## src/sv/hed_pkg.sv

```systemverilog
package hed_pkg;

  // front queue depth between classifier and decode engine
  localparam int FIFO_DEPTH = 4;

  // longest entity name held after the ampersand
  localparam int NAME_MAX = 6;
  localparam int LEN_W    = $clog2(NAME_MAX + 1);
  localparam int NI_W     = $clog2(NAME_MAX);

  // replay buffer: held name bytes, the ending byte and what was still queued
  localparam int RQ_DEPTH = NAME_MAX + 2;

  // character codes
  localparam logic [7:0] CH_AMP  = 8'h26;
  localparam logic [7:0] CH_SEMI = 8'h3B;
  localparam logic [7:0] CH_HASH = 8'h23;
  localparam logic [7:0] CH_ZERO = 8'h30;
  localparam logic [7:0] CH_NINE = 8'h39;

  // one classified text byte
  typedef struct packed {
    logic [7:0] data;
    logic       is_amp;
    logic       is_semi;
    logic       is_digit;
  } tok_t;

  // one queue entry between front and back
  typedef struct packed {
    tok_t tok;
    logic last;
  } q_item_t;

  // name matcher control from the engine
  typedef struct packed {
    logic             clear;
    logic             push;
    logic [LEN_W-1:0] pos;
    tok_t             tok;
  } match_cmd_t;

  // named entity: name right-aligned in nm, first char at the highest used byte
  typedef struct packed {
    logic [47:0]      nm;
    logic [LEN_W-1:0] len;
    logic [7:0]       val;
  } ent_t;

  localparam int ENT_COUNT = 100;

  localparam ent_t ENT_TABLE [ENT_COUNT] = '{
    '{48'("Auml"), 3'd4, 8'd196},   '{48'("AElig"), 3'd5, 8'd198},
    '{48'("Acirc"), 3'd5, 8'd194},  '{48'("Aring"), 3'd5, 8'd197},
    '{48'("Aacute"), 3'd6, 8'd193}, '{48'("Agrave"), 3'd6, 8'd192},
    '{48'("Atilde"), 3'd6, 8'd195}, '{48'("Ccedil"), 3'd6, 8'd199},
    '{48'("ETH"), 3'd3, 8'd208},    '{48'("Euml"), 3'd4, 8'd203},
    '{48'("Ecirc"), 3'd5, 8'd202},  '{48'("Eacute"), 3'd6, 8'd201},
    '{48'("Egrave"), 3'd6, 8'd200}, '{48'("Iuml"), 3'd4, 8'd207},
    '{48'("Icirc"), 3'd5, 8'd206},  '{48'("Iacute"), 3'd6, 8'd205},
    '{48'("Igrave"), 3'd6, 8'd204}, '{48'("Ntilde"), 3'd6, 8'd209},
    '{48'("Ouml"), 3'd4, 8'd214},   '{48'("Ocirc"), 3'd5, 8'd212},
    '{48'("Oacute"), 3'd6, 8'd211}, '{48'("Ograve"), 3'd6, 8'd210},
    '{48'("Oslash"), 3'd6, 8'd216}, '{48'("Otilde"), 3'd6, 8'd213},
    '{48'("THORN"), 3'd5, 8'd222},  '{48'("Uuml"), 3'd4, 8'd220},
    '{48'("Ucirc"), 3'd5, 8'd219},  '{48'("Uacute"), 3'd6, 8'd218},
    '{48'("Ugrave"), 3'd6, 8'd217}, '{48'("Yacute"), 3'd6, 8'd221},
    '{48'("amp"), 3'd3, 8'd38},     '{48'("auml"), 3'd4, 8'd228},
    '{48'("acirc"), 3'd5, 8'd226},  '{48'("acute"), 3'd5, 8'd180},
    '{48'("aelig"), 3'd5, 8'd230},  '{48'("aring"), 3'd5, 8'd229},
    '{48'("aacute"), 3'd6, 8'd225}, '{48'("agrave"), 3'd6, 8'd224},
    '{48'("atilde"), 3'd6, 8'd227}, '{48'("brvbar"), 3'd6, 8'd166},
    '{48'("cent"), 3'd4, 8'd162},   '{48'("copy"), 3'd4, 8'd169},
    '{48'("cedil"), 3'd5, 8'd184},  '{48'("ccedil"), 3'd6, 8'd231},
    '{48'("curren"), 3'd6, 8'd164}, '{48'("deg"), 3'd3, 8'd176},
    '{48'("divide"), 3'd6, 8'd247}, '{48'("eth"), 3'd3, 8'd240},
    '{48'("euml"), 3'd4, 8'd235},   '{48'("ecirc"), 3'd5, 8'd234},
    '{48'("eacute"), 3'd6, 8'd233}, '{48'("egrave"), 3'd6, 8'd232},
    '{48'("frac12"), 3'd6, 8'd189}, '{48'("frac14"), 3'd6, 8'd188},
    '{48'("frac34"), 3'd6, 8'd190}, '{48'("gt"), 3'd2, 8'd62},
    '{48'("iuml"), 3'd4, 8'd239},   '{48'("icirc"), 3'd5, 8'd238},
    '{48'("iexcl"), 3'd5, 8'd161},  '{48'("iacute"), 3'd6, 8'd237},
    '{48'("igrave"), 3'd6, 8'd236}, '{48'("iquest"), 3'd6, 8'd191},
    '{48'("lt"), 3'd2, 8'd60},      '{48'("laquo"), 3'd5, 8'd171},
    '{48'("macr"), 3'd4, 8'd175},   '{48'("micro"), 3'd5, 8'd181},
    '{48'("middot"), 3'd6, 8'd183}, '{48'("not"), 3'd3, 8'd172},
    '{48'("nbsp"), 3'd4, 8'd32},    '{48'("ntilde"), 3'd6, 8'd241},
    '{48'("ordf"), 3'd4, 8'd170},   '{48'("ordm"), 3'd4, 8'd186},
    '{48'("ouml"), 3'd4, 8'd246},   '{48'("ocirc"), 3'd5, 8'd244},
    '{48'("oacute"), 3'd6, 8'd243}, '{48'("ograve"), 3'd6, 8'd242},
    '{48'("oslash"), 3'd6, 8'd248}, '{48'("otilde"), 3'd6, 8'd245},
    '{48'("para"), 3'd4, 8'd182},   '{48'("pound"), 3'd5, 8'd163},
    '{48'("plusmn"), 3'd6, 8'd177}, '{48'("quot"), 3'd4, 8'd34},
    '{48'("reg"), 3'd3, 8'd174},    '{48'("raquo"), 3'd5, 8'd187},
    '{48'("shy"), 3'd3, 8'd173},    '{48'("sect"), 3'd4, 8'd167},
    '{48'("sup1"), 3'd4, 8'd185},   '{48'("sup2"), 3'd4, 8'd178},
    '{48'("sup3"), 3'd4, 8'd179},   '{48'("szlig"), 3'd5, 8'd223},
    '{48'("thorn"), 3'd5, 8'd254},  '{48'("times"), 3'd5, 8'd215},
    '{48'("uml"), 3'd3, 8'd168},    '{48'("uuml"), 3'd4, 8'd252},
    '{48'("ucirc"), 3'd5, 8'd251},  '{48'("uacute"), 3'd6, 8'd250},
    '{48'("ugrave"), 3'd6, 8'd249}, '{48'("yen"), 3'd3, 8'd165},
    '{48'("yuml"), 3'd4, 8'd255},   '{48'("yacute"), 3'd6, 8'd253}
  };

endpackage

```

## src/sv/hed_front.sv

```systemverilog
module hed_front #(
  parameter int DEPTH = hed_pkg::FIFO_DEPTH
) (
  input  logic             clk,
  input  logic             rst,
  input  logic             in_valid,
  output logic             in_ready,
  input  logic [7:0]       in_byte,
  input  logic             in_last,
  output logic             q_valid,
  output hed_pkg::q_item_t q_item,
  input  logic             q_pop
);
  import hed_pkg::*;

  localparam int AW = (DEPTH > 1) ? $clog2(DEPTH) : 1;
  localparam int CW = $clog2(DEPTH + 1);

  q_item_t         mem [DEPTH];
  logic [AW-1:0]   wr_ptr;
  logic [AW-1:0]   rd_ptr;
  logic [CW-1:0]   count;
  q_item_t         beat;
  logic            push;
  logic            pop;

  // classify the incoming byte
  always_comb begin
    beat.tok.data     = in_byte;
    beat.tok.is_amp   = (in_byte == CH_AMP);
    beat.tok.is_semi  = (in_byte == CH_SEMI);
    beat.tok.is_digit = (in_byte >= CH_ZERO) && (in_byte <= CH_NINE);
    beat.last         = in_last;
  end

  // queue flags
  assign in_ready = (count != CW'(DEPTH));
  assign q_valid  = (count != '0);
  assign q_item   = mem[rd_ptr];
  assign push     = in_valid && in_ready;
  assign pop      = q_pop && q_valid;

  // pointers and fill count
  always_ff @(posedge clk) begin
    if (rst) begin
      wr_ptr <= '0;
      rd_ptr <= '0;
      count  <= '0;
    end else begin
      if (push) begin
        wr_ptr <= (wr_ptr == AW'(DEPTH - 1)) ? '0 : wr_ptr + 1'b1;
      end
      if (pop) begin
        rd_ptr <= (rd_ptr == AW'(DEPTH - 1)) ? '0 : rd_ptr + 1'b1;
      end
      if (push && !pop) begin
        count <= count + 1'b1;
      end else if (pop && !push) begin
        count <= count - 1'b1;
      end
    end
  end

  // storage
  always_ff @(posedge clk) begin
    if (push) begin
      mem[wr_ptr] <= beat;
    end
  end

endmodule

```

## src/sv/hed_match.sv

```systemverilog
module hed_match (
  input  logic                      clk,
  input  hed_pkg::match_cmd_t       cmd,
  input  logic [hed_pkg::LEN_W-1:0] len,
  output logic                      ok,
  output logic [7:0]                val
);
  import hed_pkg::*;

  logic [ENT_COUNT-1:0] mask;
  logic [ENT_COUNT-1:0] step_hit;
  logic [ENT_COUNT-1:0] sel;
  logic                 tab_hit;
  logic [7:0]           tab_val;
  logic                 num_first;
  logic                 num_ok;
  logic [7:0]           num_acc;

  // per entry: does the pushed byte match the entry's char at this position
  for (genvar i = 0; i < ENT_COUNT; i++) begin : g_ent
    localparam int LEN_I = int'(ENT_TABLE[i].len);
    logic [NAME_MAX-1:0] ph;
    for (genvar k = 0; k < NAME_MAX; k++) begin : g_pos
      if (k < LEN_I) begin : g_cmp
        assign ph[k] = (cmd.pos == LEN_W'(k)) &&
                       (cmd.tok.data == ENT_TABLE[i].nm[8*(LEN_I-1-k) +: 8]);
      end else begin : g_none
        assign ph[k] = 1'b0;
      end
    end
    assign step_hit[i] = |ph;
    assign sel[i]      = mask[i] && (len == ENT_TABLE[i].len);
  end

  // candidate mask narrows one name byte at a time
  always_ff @(posedge clk) begin
    if (cmd.clear) begin
      mask <= '1;
    end else if (cmd.push) begin
      mask <= mask & step_hit;
    end
  end

  // numeric form, decimal value kept mod 256
  always_ff @(posedge clk) begin
    if (cmd.clear) begin
      num_first <= 1'b0;
    end else if (cmd.push) begin
      if (cmd.pos == '0) begin
        num_first <= (cmd.tok.data == CH_HASH);
        num_ok    <= 1'b1;
        num_acc   <= '0;
      end else begin
        num_ok  <= num_ok && cmd.tok.is_digit;
        num_acc <= 8'((num_acc << 3) + (num_acc << 1) + {4'b0, cmd.tok.data[3:0]});
      end
    end
  end

  // table result, names are unique so at most one entry selects
  always_comb begin
    tab_val = '0;
    for (int i = 0; i < ENT_COUNT; i++) begin
      if (sel[i]) begin
        tab_val = tab_val | ENT_TABLE[i].val;
      end
    end
    tab_hit = |sel;
  end

  assign ok  = num_first ? (num_ok && (len >= LEN_W'(2)) && (len <= LEN_W'(4))) : tab_hit;
  assign val = num_first ? num_acc : tab_val;

endmodule

```

## src/sv/hed_back.sv

```systemverilog
module hed_back (
  input  logic                      clk,
  input  logic                      rst,
  input  logic                      q_valid,
  input  hed_pkg::q_item_t          q_item,
  output logic                      q_pop,
  output hed_pkg::match_cmd_t       m_cmd,
  output logic [hed_pkg::LEN_W-1:0] m_len,
  input  logic                      m_ok,
  input  logic [7:0]                m_val,
  output logic                      out_valid,
  input  logic                      out_ready,
  output logic [7:0]                out_byte,
  output logic                      run_end,
  output logic                      stream_end
);
  import hed_pkg::*;

  localparam int RQ_IW = $clog2(RQ_DEPTH);
  localparam int RQ_CW = $clog2(RQ_DEPTH + 1);

  // entity state
  logic             pending;
  logic [LEN_W-1:0] name_len;
  tok_t             name_tok [NAME_MAX];

  // replay buffer, head at entry zero
  tok_t             rq [RQ_DEPTH];
  logic [RQ_CW-1:0] rq_cnt;

  // step in progress
  logic             step_act;
  logic             step_last;

  // last emitted byte, held until we know whether it closes the step
  logic             hold_valid;
  logic [7:0]       hold_byte;
  logic             hold_fin;
  logic             hold_sfin;

  // next-state logic
  logic             out_can;
  logic             hold_free;
  logic             use_rq;
  logic             flush;
  logic             act;
  tok_t             cur_tok;
  logic             cur_last;
  tok_t             rq_shift [RQ_DEPTH];
  logic [RQ_CW-1:0] rem_cnt;
  logic             emit;
  logic [7:0]       emit_byte;
  logic             fail;
  logic             name_wr;
  logic             pending_next;
  logic [LEN_W-1:0] name_len_next;
  tok_t             rq_next [RQ_DEPTH];
  logic [RQ_CW-1:0] rq_cnt_next;
  logic             step_end;
  logic             emit_go;
  logic             out_load;

  // pick a byte and work out what it does
  always_comb begin
    out_can   = !out_valid || out_ready;
    hold_free = !hold_valid || out_can;
    use_rq    = (rq_cnt != '0);
    flush     = step_act && !use_rq;
    act       = hold_free && (step_act || q_valid);
    cur_tok   = use_rq ? rq[0] : q_item.tok;
    cur_last  = step_act ? step_last : q_item.last;
    q_pop     = act && !step_act;

    for (int i = 0; i < RQ_DEPTH - 1; i++) begin
      rq_shift[i] = rq[RQ_IW'(i + 1)];
    end
    rq_shift[RQ_DEPTH-1] = '0;
    rem_cnt = use_rq ? RQ_CW'(rq_cnt - 1'b1) : '0;

    emit          = 1'b0;
    emit_byte     = cur_tok.data;
    fail          = 1'b0;
    name_wr       = 1'b0;
    pending_next  = pending;
    name_len_next = name_len;
    rq_next       = rq_shift;
    rq_cnt_next   = rem_cnt;
    m_cmd         = '0;
    m_cmd.pos     = name_len;
    m_cmd.tok     = cur_tok;

    if (flush) begin
      // end of stream with an entity open: literal '&' then replay the name
      emit          = 1'b1;
      emit_byte     = CH_AMP;
      pending_next  = 1'b0;
      name_len_next = '0;
      for (int k = 0; k < NAME_MAX; k++) begin
        if (k < int'(name_len)) begin
          rq_next[k] = name_tok[NI_W'(k)];
        end
      end
      rq_cnt_next = RQ_CW'(name_len);
    end else if (!pending) begin
      if (cur_tok.is_amp) begin
        pending_next  = 1'b1;
        name_len_next = '0;
        m_cmd.clear   = 1'b1;
      end else begin
        emit = 1'b1;
      end
    end else if (cur_tok.is_semi) begin
      if (m_ok) begin
        emit          = 1'b1;
        emit_byte     = m_val;
        pending_next  = 1'b0;
        name_len_next = '0;
      end else begin
        fail = 1'b1;
      end
    end else if (name_len < LEN_W'(NAME_MAX)) begin
      name_wr       = 1'b1;
      m_cmd.push    = 1'b1;
      name_len_next = name_len + 1'b1;
    end else begin
      fail = 1'b1;
    end

    // failed entity: '&', then name bytes, ending byte and the rest replayed
    if (fail) begin
      emit          = 1'b1;
      emit_byte     = CH_AMP;
      pending_next  = 1'b0;
      name_len_next = '0;
      for (int i = 0; i < RQ_DEPTH; i++) begin
        if (i > int'(name_len)) begin
          rq_next[i] = rq_shift[RQ_IW'(i - int'(name_len) - 1)];
        end else if (i == int'(name_len)) begin
          rq_next[i] = cur_tok;
        end
      end
      for (int k = 0; k < NAME_MAX; k++) begin
        if (k < int'(name_len)) begin
          rq_next[k] = name_tok[NI_W'(k)];
        end
      end
      rq_cnt_next = RQ_CW'(int'(name_len) + 1 + int'(rem_cnt));
    end

    if (!act) begin
      m_cmd.clear = 1'b0;
      m_cmd.push  = 1'b0;
    end

    step_end = (rq_cnt_next == '0) && !(cur_last && pending_next);
    emit_go  = act && emit;
    out_load = out_can && hold_valid && (hold_fin || emit_go);
  end

  assign m_len = name_len;

  // control state
  always_ff @(posedge clk) begin
    if (rst) begin
      pending    <= 1'b0;
      name_len   <= '0;
      rq_cnt     <= '0;
      step_act   <= 1'b0;
      step_last  <= 1'b0;
      hold_valid <= 1'b0;
      hold_fin   <= 1'b0;
      hold_sfin  <= 1'b0;
      out_valid  <= 1'b0;
    end else begin
      if (act) begin
        pending   <= pending_next;
        name_len  <= name_len_next;
        rq_cnt    <= rq_cnt_next;
        step_act  <= !step_end;
        step_last <= cur_last;
      end

      // hold stage
      if (emit_go) begin
        hold_valid <= 1'b1;
        hold_fin   <= step_end;
        hold_sfin  <= step_end && cur_last;
      end else if (act && step_end && hold_valid && !hold_fin) begin
        hold_fin  <= 1'b1;
        hold_sfin <= cur_last;
      end else if (out_load) begin
        hold_valid <= 1'b0;
      end

      // output register
      if (out_load) begin
        out_valid <= 1'b1;
      end else if (out_ready) begin
        out_valid <= 1'b0;
      end
    end
  end

  // payload
  always_ff @(posedge clk) begin
    if (act && name_wr) begin
      name_tok[NI_W'(name_len)] <= cur_tok;
    end
    if (act) begin
      for (int i = 0; i < RQ_DEPTH; i++) begin
        rq[i] <= rq_next[i];
      end
    end
    if (emit_go) begin
      hold_byte <= emit_byte;
    end
    if (out_load) begin
      out_byte   <= hold_byte;
      run_end    <= hold_fin;
      stream_end <= hold_sfin;
    end
  end

endmodule

```

## src/sv/html_entity_decoder_core.sv

```systemverilog
// HTML character-entity decoder, one text byte per input beat.
// Input channel: in_byte/in_last with in_valid/in_ready. in_last marks the
// final byte of a stream; any entity still open is then given up and its
// held bytes are replayed through the engine after a literal '&'.
// Output channel: out_byte/run_end/stream_end with out_valid/out_ready.
// Each input beat gives zero or more output beats; run_end marks the last
// one caused by that input, stream_end the last one of the stream.
// Path: an accepted beat waits in the front queue until the engine takes it;
// its result passes through the staging register and then the output register;
// a result that is not the last of its run waits in the staging register
// until the next result of that run is ready.
// Throughput: one beat per cycle for plain text and good entities while
// input is waiting and the output is not stalled. A failed entity replays
// its held name bytes and the ending byte through the engine, one per cycle
// when not stalled; a stream end with an entity open first emits a literal
// '&' and then replays the held name bytes the same way.
// A front queue of FIFO_DEPTH beats keeps accepting input while the engine
// or the receiver stalls; a stalled receiver holds the output register and
// one staged result, then the engine and later the queue fill and in_ready
// drops. Reset empties the queue and closes any open entity.
module html_entity_decoder_core #(
  parameter int FIFO_DEPTH = hed_pkg::FIFO_DEPTH
) (
  input  logic       clk,
  input  logic       rst,
  input  logic       in_valid,
  output logic       in_ready,
  input  logic [7:0] in_byte,
  input  logic       in_last,
  output logic       out_valid,
  input  logic       out_ready,
  output logic [7:0] out_byte,
  output logic       run_end,
  output logic       stream_end
);
  import hed_pkg::*;

  logic             q_valid;
  q_item_t          q_item;
  logic             q_pop;
  match_cmd_t       m_cmd;
  logic [LEN_W-1:0] m_len;
  logic             m_ok;
  logic [7:0]       m_val;

  // front: classify and queue
  hed_front #(
    .DEPTH(FIFO_DEPTH)
  ) u_front (
    .clk      (clk),
    .rst      (rst),
    .in_valid (in_valid),
    .in_ready (in_ready),
    .in_byte  (in_byte),
    .in_last  (in_last),
    .q_valid  (q_valid),
    .q_item   (q_item),
    .q_pop    (q_pop)
  );

  // entity name matcher
  hed_match u_match (
    .clk (clk),
    .cmd (m_cmd),
    .len (m_len),
    .ok  (m_ok),
    .val (m_val)
  );

  // back: decode engine and output stage
  hed_back u_back (
    .clk        (clk),
    .rst        (rst),
    .q_valid    (q_valid),
    .q_item     (q_item),
    .q_pop      (q_pop),
    .m_cmd      (m_cmd),
    .m_len      (m_len),
    .m_ok       (m_ok),
    .m_val      (m_val),
    .out_valid  (out_valid),
    .out_ready  (out_ready),
    .out_byte   (out_byte),
    .run_end    (run_end),
    .stream_end (stream_end)
  );

  // engine never pops an empty queue
  a_pop_nonempty: assert property (@(posedge clk) disable iff (rst)
    q_pop |-> q_valid)
    else $error("queue popped while empty");

  // matcher is either restarted or fed, never both
  a_cmd_excl: assert property (@(posedge clk) disable iff (rst)
    !(m_cmd.clear && m_cmd.push))
    else $error("matcher clear and push together");

  // stream end only closes a run
  a_stream_run: assert property (@(posedge clk) disable iff (rst)
    (out_valid && stream_end) |-> run_end)
    else $error("stream_end without run_end");

  // nothing offered right after reset
  a_reset_quiet: assert property (@(posedge clk)
    rst |=> !out_valid)
    else $error("output valid after reset");

endmodule

```

## config.mk

```make
export PLATFORM = sky130hd
export DESIGN_NAME = html_entity_decoder_core
export DESIGN_NICKNAME = d
export VERILOG_FILES = /design/src/sv/hed_pkg.sv /design/src/sv/hed_front.sv /design/src/sv/hed_match.sv /design/src/sv/hed_back.sv /design/src/sv/html_entity_decoder_core.sv
export SDC_FILE = /design/constraint.sdc
export NUM_CORES = 1
export LEC_CHECK = 0
export BUFFER_PORTS_ARGS = -buffer_cell sky130_fd_sc_hd__buf_2
export CAP_MARGIN = 0
export CORE_MARGIN = 4
export CORE_UTILIZATION = 50
export CTS_CLUSTER_DIAMETER = 80
export DETAILED_ROUTE_END_ITERATION = 8
export PLACE_DENSITY_LB_ADDON = 0.3
export RECOVER_POWER = 100
export SLEW_MARGIN = 0
export SYNTH_ARGS = -nofsm -noshare
export SYNTH_HDL_FRONTEND = slang
export SYNTH_HIERARCHICAL = 1
export SYNTH_SLANG_ARGS = --single-unit
```

## constraint.sdc

```tcl
create_clock -name clk -period 5.6 [get_ports clk]
set_input_delay 0.56 -clock clk [delete_from_list [all_inputs] [get_ports clk]]
set_output_delay 0.56 -clock clk [all_outputs]
set_load 0.01 [all_outputs]
```

==> results of run 1 <==
-- final cells by class --
| class | instances | area (um2) | share of cell area, % |
|---|---|---|---|
| multi-input cells | 1487 | 10800 | 47.0 |
| clock buffers | 53 | 1160 | 5.07 |
| clock inverters | 22 | 230 | 1.00 |
| inverters | 45 | 170 | 0.741 |
| well taps | 539 | 674 | 2.94 |
| repair buffers | 99 | 559 | 2.43 |
| flip-flops and latches | 353 | 9370 | 40.8 |
-- per-stage QoR --
step | power, W | worst slack, ns | util (%)
floorplan | 0.00928 | 1.69 | -
global placement | 0.0117 | 0.961 | 52.0
detailed placement | 0.0118 | 0.923 | 52.0
CTS | 0.0146 | 0.901 | 55.3
global route | 0.0154 | 0.287 | 54.9
finish | 0.0147 | 0.464 | 54.9
-- cell usage in the layout (no fill, tap or decap), drive strengths merged, types with 46 or more instances in the layout --
cell type	count
nor2	231
edfxtp	229
nand2	140
a21oi	124
dfxtp	124
mux2i	110
clkbuf	104
o21ai	76
nor3	62
mux4	56
a221o	55
a21o	51
buf	48
inv	47
o22ai	46
-- per-layer routing --
layer	up-vias	part of all wire [%]
met3	249	10
li1	7901	-
met2	1226	45
met1	8993	40
met4	2	5.0
met5	-	0.016
-- power by group --
| group | switching, W | total (W) | leakage [nW] | internal, W |
|---|---|---|---|---|
| clock network | 0.00111 | 0.00277 | 0.682 | 0.00166 |
| registers | 0.00121 | 0.00535 | 3.22 | 0.00415 |
| logic | 0.00413 | 0.00662 | 4.20 | 0.00249 |
-- path summary, 6_finish.rpt --
| kind | start | endpoint | slack [ns] | cells after the start |
|---|---|---|---|---|
| max reg2reg | flop | u_match/mask[27] | 0.46 | 11 |
| min | in_byte[5] | u_front/mem[0][9] | 0.28 | 1 |
| max | flop | u_match/mask[27] | 0.46 | 11 |
| min reg2reg | u_back/hold_byte[4] | u_back/out_byte[4] | 0.42 | 0 |
-- worst max-delay path: stages, from the launching register on --
cell	delay [ns]
sky130_fd_sc_hd__dfxtp_1	0.71
sky130_fd_sc_hd__mux4_2	0.40
sky130_fd_sc_hd__mux2i_1	0.09
sky130_fd_sc_hd__clkbuf_1	0.30
sky130_fd_sc_hd__inv_1	0.12
sky130_fd_sc_hd__clkbuf_1	0.76
sky130_fd_sc_hd__nand4bb_1	0.23
sky130_fd_sc_hd__clkbuf_1	0.90
sky130_fd_sc_hd__nor3_1	0.27
sky130_fd_sc_hd__a211o_2	0.45
sky130_fd_sc_hd__nor3_2	0.59
sky130_fd_sc_hd__a21oi_1	0.15
-- kinds of logic (layout without fill, tap and decap cells) --
| logic type | Yosys count | in the layout |
|---|---|---|
| xor gates and xnor gates | 8 | 8 |
| AOI/OAI and AO/OA | 585 | 585 |
| muxes | 194 | 194 |
| and+or+nand+nor | 664 | 664 |
| buffers and inverters | 212 | 219 |
| DFF | 353 | 353 |
| adders and majority gates | 36 | 36 |
-- synthesized netlist by cell type, types with 45 or more instances --
master / number / share of area, %
sky130_fd_sc_hd__mux4_2: 56 / 6.0
sky130_fd_sc_hd__nand2_1: 138 / 2.5
sky130_fd_sc_hd__nor3_1: 57 / 1.4
sky130_fd_sc_hd__o22ai_1: 46 / 1.4
sky130_fd_sc_hd__dfxtp_1: 124 / 12
sky130_fd_sc_hd__a221o_1: 55 / 2.6
sky130_fd_sc_hd__o21ai_0: 74 / 1.8
sky130_fd_sc_hd__mux2i_1: 110 / 5.2
sky130_fd_sc_hd__a21oi_1: 123 / 2.9
sky130_fd_sc_hd__nor2_1: 229 / 4.1
sky130_fd_sc_hd__a21o_1: 51 / 1.8
sky130_fd_sc_hd__inv_1: 45 / 0.80
sky130_fd_sc_hd__clkbuf_1: 98 / 1.7
sky130_fd_sc_hd__edfxtp_1: 229 / 33
-- sequential cells by signal (all words and copies together), names as in the netlist, 2 cells and up, named ones only --
register          count
u_match/mask        100
u_back/rq            88
u_back/name_tok      66
u_front/mem          48
u_back/hold_byte      8
u_back/out_byte       8
u_match/num_acc       8
u_back/rq_cnt         4
u_back/m_len          3
u_front/count         3
u_front/rd_ptr        2
u_front/wr_ptr        2
==> results by stage, run 1 <==
Status:
- The run finished, with violations left.
- The final reports fail on max-capacitance violations, max-slew violations.

Job:
- The reported max-cap violation count is 2.

Floorplan:
- The die is 214 um wide.
- The vertical extent of the die is 214 um.
- The die outline area is 45600 um2.
- The count of boundary I/O pins is 25.
- The effective utilization at floorplan is 50.5%.
- After floorplanning, the core was sized to cover 41900 um2.
- The cell row count is 75.

STA:
- The worst relative slew slack is -26.5%.
- For the pin with the worst max-slew slack, the measured transition is 1.90 ns.
- The smallest clock period supported by the final layout is computed as 5.14 ns.
- The clock arrives with 0.0338 ns of skew.
- Setup repair after global routing left no endpoint under its margin.
- The worst hold slack after final layout is 0.281 ns.
- Based on the critical path, the design can be clocked at up to 195 MHz.
- The final clock period utilization by the worst path is 91.7%.
- The final count of pins violating max slew was 101.
- The number of setup violations in the final report is 0.
- The hold violation total from the final report is 0.
- After routing, the total negative slack on setup checks comes to 0 ns.

Clock tree:
- The number of clock sinks seen by CTS is 353.
- TritonCTS built the clock tree.
- TritonCTS created 41 clock buffers.
- The deepest level of the CTS H-tree is 2.
- In this run, post-CTS hold repair placed 0 buffers.
- The number of resized instances in the post-cts repair step is 0.
- After clock tree synthesis, the clock-pin slew on the worst setup and hold paths is 0.06 ns.
- In this run the deepest clock path goes through 3 buffers.
- The clock tree root buffer cell is sky130_fd_sc_hd__clkbuf_16.
- The clock reaches the later pin of the worst-skew pair after 0.58 ns.
- The number of setup buffers added after CTS is 0.

Synth:
- The xor/xnor share of the synthesized area is 0.332%.
- The main combinational cell family by area after synthesis is compound AO/OA/AOI/OAI gates.
- The synthesized instance count is 2052.
- In this run, synthesis produced a sequential element count of 353.
- In this run the mean area of a mapped cell was 10.3 um2.
- For this run, the number of Yosys warnings is 6.
- Summing the areas of all fa, ha and maj instances in the mapped netlist gives 2.27% of the synthesized area.
- The number of nets produced by synthesis is 2101.
- Counting distinct cell types in the post-synthesis netlist gives 105.
- The synthesized netlist devotes 19.8% of its cell area to compound gates.
- Summing the sequential cell areas from Yosys gives 44.3% of the chip area.
- The fraction of registers with async set/reset is 0%.
- Of the post-synthesis cell area, the part taken by muxes is 12.7%.
- The basic-gate share of the synthesized area counting and, or, nand and nor cells is 16.1%.
- The number of enable flip-flop cells after synthesis is 229.
- The synthesized netlist occupies a cell area of 21100 um2.
- The commonest register cell after synthesis is sky130_fd_sc_hd__edfxtp_1.

Power:
- The worst vdd rail ir drop is 0.632 mV.
- In this run the static leakage power is 8.10 nW.
- The ratio of total power to cell area is 642 nW/um2.

Routing:
- The number of optimization iterations in the first detailed-route pass is 6.
- The detailed-route DRC error count is 0.
- The total detailed-routing wirelength is 74700 um.
- The total via count after detailed routing is 18400.
- The detailed router's first-iteration violation count is 2709.
- After detailed routing, the number of vias per cell comes to 7.07.
- The remaining number of nets flagged by the antenna check after routing is 0.
- Dividing the detail-routed wire length by the instance count gives 28.7 um.

Global routing:
- Entering global routing, the biggest net connects 86 pins.
- met2 is the most crowded layer.
- The met3 usage is 6.51%.
- The total global-route track usage is 32.4%.
- The number of antenna violations at the first check in global routing is 2.
- For this run the aggregate overflow at the end of global routing stands at 0.
- The routing usage on met2 is 50.8%.
- The first-pass GRT wire length is 112000 um.
- The via count of the first global-routing pass is 17500.
- The met1 usage is 44.2%.

Cells and area:
- The post-route non-filler standard cell count is 2598.
- The total non-filler cell area in the finished layout is 23000 um2.
- After filler insertion, the fill cell instance count of the layout stands at 3653.
- The antenna diode count is 0.
- For this run, the post-layout net count is 2076.
- The layout-stage area growth over the synthesis result is 8.75%.
- The share of post-route cells with drive strength above 1 is 11.9%.

Placed design:
- The number of placed instances with taps included is 2523.
- The instance area after placement is 21800 um2.
- Summed over all nets, the half-perimeter wirelength after detailed placement is 53700 um.
- At the end of routability-driven placement, the weighted congestion stood at 1.02.
- The count of input and output buffers is 24.

Min path:
- The worst hold path belongs to the class input port to flop.

Worst setup path:
- For the worst setup path, the data required time is 6.03 ns.
- The critical path in this run is classified as flop to flop.
- The peak fanout along the critical path is 20.
- The worst setup path is captured at a flop.
- STA puts the critical path data arrival time at 5.56 ns.
- The worst setup path is launched from a flop.
(Power assumes the default switching activity.)
==> run 2: changes to the inputs <==
--- a/config.mk
+++ b/config.mk
@@ -8,9 +8,10 @@
 export BUFFER_PORTS_ARGS = -buffer_cell sky130_fd_sc_hd__buf_2
 export CAP_MARGIN = 0
 export CORE_MARGIN = 4
-export CORE_UTILIZATION = 50
+export CORE_UTILIZATION = 55
 export CTS_CLUSTER_DIAMETER = 80
 export DETAILED_ROUTE_END_ITERATION = 8
+export MAX_ROUTING_LAYER = met4
 export PLACE_DENSITY_LB_ADDON = 0.3
 export RECOVER_POWER = 100
 export SLEW_MARGIN = 0
==> run 2 against run 1 <==
- the flow still finishes with violations (max-capacitance violations, max-slew violations)
- sequential cell count is the same
- total power grew 0.98%
- critical path depth shrank 1
- hold slack gained 0.00083 ns
- combinational power grew 2%
- cell count shrank 0.85%
- die area shrank 8.8%
- global-route usage grew 6.6 points
- first-iteration DRC count grew 9.0%
- largest power group unchanged
- register-to-register slack lost 0.20 ns
==> results by stage, run 2 (synthesis gave the netlist of run 1 again) <==
Cells and area:
- The register with the highest flop count is u_match/mask.
- The post-route non-filler standard cell count is 2576 (-0.85%).
- Leaving out fill and tap cells, the most frequent cells in the layout are sky130_fd_sc_hd__nor2_1, sky130_fd_sc_hd__edfxtp_1, sky130_fd_sc_hd__nand2_1.
- The number of nets at the end of the flow is 2084 (+0.39%).
- The largest registers in the layout are u_match/mask: 100 flops, u_back/rq: 88 flops, u_back/name_tok: 66 flops.
- The utilization after layout came to 60.9% (+6.0 points).
- The library cell used most frequently in the layout, excluding fill and tap cells, is sky130_fd_sc_hd__nor2_1.
- From synthesis to final layout, the design area changed by 8.92%.
- The fill cell total of the finished layout is 3179 (-13%).
- The number of flip-flops in the largest register is 100 (unchanged).
- The antenna diode count is 0 (unchanged).
- The share of post-route cells with drive strength above 1 is 12.3% (+0.40 points).

STA:
- The clock skew after layout is 0.0251 ns (-0.00873 ns).
- The slew at the pin with the worst max-slew slack was 1.80 ns (-0.0951 ns).
- The hold violation total from the final report came to 0 (unchanged).
- The final critical delay including setup and external delays is 5.33 ns (+0.198 ns).
- The fmax was 188 MHz (-3.7%).
- The number of setup violations in the final report is 0 (unchanged).
- The worst relative slew slack was -20.2% (+6.3 points).
- The final count of pins violating max slew is 101 (unchanged).
- The final clock period utilization by the worst path is 95.2% (+3.5 points).
- Setup repair after global routing left no endpoint under its margin.
- The aggregate negative setup slack was 0 ns (unchanged).

Status:
- The run finished, with violations left.
- The checks that failed: max-capacitance violations, max-slew violations.

Routing:
- The number of optimization iterations in the first detailed-route pass is 6 (unchanged).
- The remaining number of nets flagged by the antenna check after routing is 0 (unchanged).
- The total via count after detailed routing is 18900 (+2.8%).
- The vias per cell came to 7.33 (+3.7%).
- The detailed router's first-iteration violation count was 2954 (+9.0%).
- The wire length per cell is 31.1 um (+8.3%).
- The detailed-route DRC error count is 0 (unchanged).
- The total detailed-routing wirelength is 80200 um (+7.4%).

Min path:
- In this run the most critical hold path is launched from in_last.
- The worst hold path class is input port to flop.

Global routing:
- The number of antenna violations at the first check in global routing is 0 (-2).
- The first-pass GRT wire length is 119000 um (+6.0%).
- The total global-route track usage is 39.0% (+6.6 points).
- The via count of the first global-routing pass is 18000 (+2.6%).
- The remaining global-route overflow is 0 (unchanged).
- The largest net degree at the start of global routing was 75 (-13%).

Job:
- The reported max-cap violation count was 2 (unchanged).

Floorplan:
- The vertical extent of the die was 204 um (-4.5%).
- The die outline area came to 41600 um2 (-8.8%).
- The core box area came to 37800 um2 (-9.8%).
- The count of boundary I/O pins is 25 (unchanged).
- The width of the die came to 204 um (-4.5%).
- The effective utilization at floorplan is 55.9% (+5.5 points).
- The cell row count is 71 (-5.3%).

Power:
- The ratio of total power to cell area is 647 nW/um2 (+0.83%).
- The leakage power was 8.15 nW (+0.63%).
- The worst vdd rail ir drop came to 0.410 mV (-35%).

Clock tree:
- The setup fix buffers added after clock tree synthesis came to 0 (unchanged).
- The number of buffers added by the clock tree synthesis step is 40 (-2.4%).
- The clock tree root buffer cell is sky130_fd_sc_hd__clkbuf_16.
- The number of resized instances in the post-cts repair step was 0 (unchanged).
- The CTS clock-pin slew for the worst setup and hold paths is 0.06 ns (about the same).
- The worst-skew pair later-pin latency is 0.57 ns (about the same).
- The number of clock sinks seen by CTS is 353 (unchanged).
- The maximum clock insertion buffer count is 3 (unchanged).
- The count of hold-fix buffers inserted at cts is 0 (unchanged).
- TritonCTS built the clock tree.
- The deepest level of the CTS H-tree came to 2 (unchanged).

Worst setup path:
- The category of the worst setup path capture point is a flop.
- The start of the worst register-to-register path is u_back/rq_cnt[1].
- The flop-to-flop setup slack was 0.27 ns (-0.20 ns).
- The worst setup path startpoint is u_back/rq_cnt[1].
- The cell depth of the worst flop-to-flop path is 10 (-1).
- The worst register-to-register path ends at u_match/mask[57].
- The data arrival time of the critical path is 5.79 ns (+0.23 ns).
- The peak fanout along the critical path came to 23 (+15%).
- The data required time at the worst endpoint is 6.05 ns (+0.02 ns).
- In this run the worst setup path terminates at u_match/mask[57].
- The type of origin of the critical path is a flop.
- The kind of critical path is flop to flop.

Placed design:
- The post-DP HPWL is 57200 um (+6.5%).
- The number of placed instances with taps included was 2504 (-0.75%).
- The routability congestion estimate from global placement is 1.05 (+3.4%).
- The count of input and output buffers was 24 (unchanged).
==> run 2: routing by layer <==
| metal | track usage (%) | vias to the layer above | wire [um] |
|---|---|---|---|
| met5 | - | - | 0 |
| met4 | 17.6 | 0 | 5020 |
| met3 | 7.17 | 336 | 9240 |
| met2 | 59.3 | 1449 | 35600 |
| met1 | 51.5 | 9193 | 30300 |
| li1 | - | 7904 | - |
==> run 2: layout make-up <==
| type | instances | area [um2] | share of cell area [%] |
|---|---|---|---|
| Timing Repair Buffer | 108 | 626 | 2.72 |
| Tap cell | 511 | 639 | 2.78 |
| Inverter | 45 | 170 | 0.740 |
| Sequential cell | 353 | 9370 | 40.7 |
| Multi-Input combinational cell | 1487 | 10800 | 46.9 |
| Clock buffer | 53 | 1140 | 4.97 |
| Clock inverter | 19 | 262 | 1.14 |
==> run 2: power by group <==
part | internal [W] | leakage [nW] | switching [W]
registers | 0.00415 | 3.22 | 0.00119
clock network | 0.00172 | 0.692 | 0.00110
logic | 0.00248 | 4.24 | 0.00425
total | 0.00834 | 8.15 | 0.00654
==> run 2: critical path, stage by stage, from the launching register on <==
cell and delay [ns]:
sky130_fd_sc_hd__dfxtp_1 0.38, sky130_fd_sc_hd__nor4_1 1.13, sky130_fd_sc_hd__buf_4 0.32, sky130_fd_sc_hd__mux2i_1 0.21, sky130_fd_sc_hd__clkbuf_1 0.59, sky130_fd_sc_hd__inv_1 0.58
sky130_fd_sc_hd__nand4bb_1 0.60, sky130_fd_sc_hd__a21oi_2 0.09, sky130_fd_sc_hd__a221oi_2 0.92, sky130_fd_sc_hd__nand2_1 0.16, sky130_fd_sc_hd__a21o_1 0.23
==> run 2: stage by stage <==
step	setup slack, ns	total power (W)	area (um2)	hold slack [ns]
floorplan	1.69	0.00928	21100	0.400
global placement	0.812	0.0118	21800	0.406
detailed placement	0.792	0.0119	21800	0.412
CTS	0.729	0.0147	23200	0.204
global route	0.179	0.0155	23000	0.286
finish	0.267	0.0149	23000	0.282
==> run 2: worst min-delay path by stage <==
stage,end,slack [ns],cells after the start
after floorplan,u_back/out_byte[0],0.40,0
after global placement,u_back/out_byte[7],0.41,0
after detailed placement,u_back/out_byte[0],0.41,0
after CTS,u_front/mem[2][0],0.20,1
after global routing,u_back/out_valid,0.29,3
final,u_front/mem[3][0],0.28,1
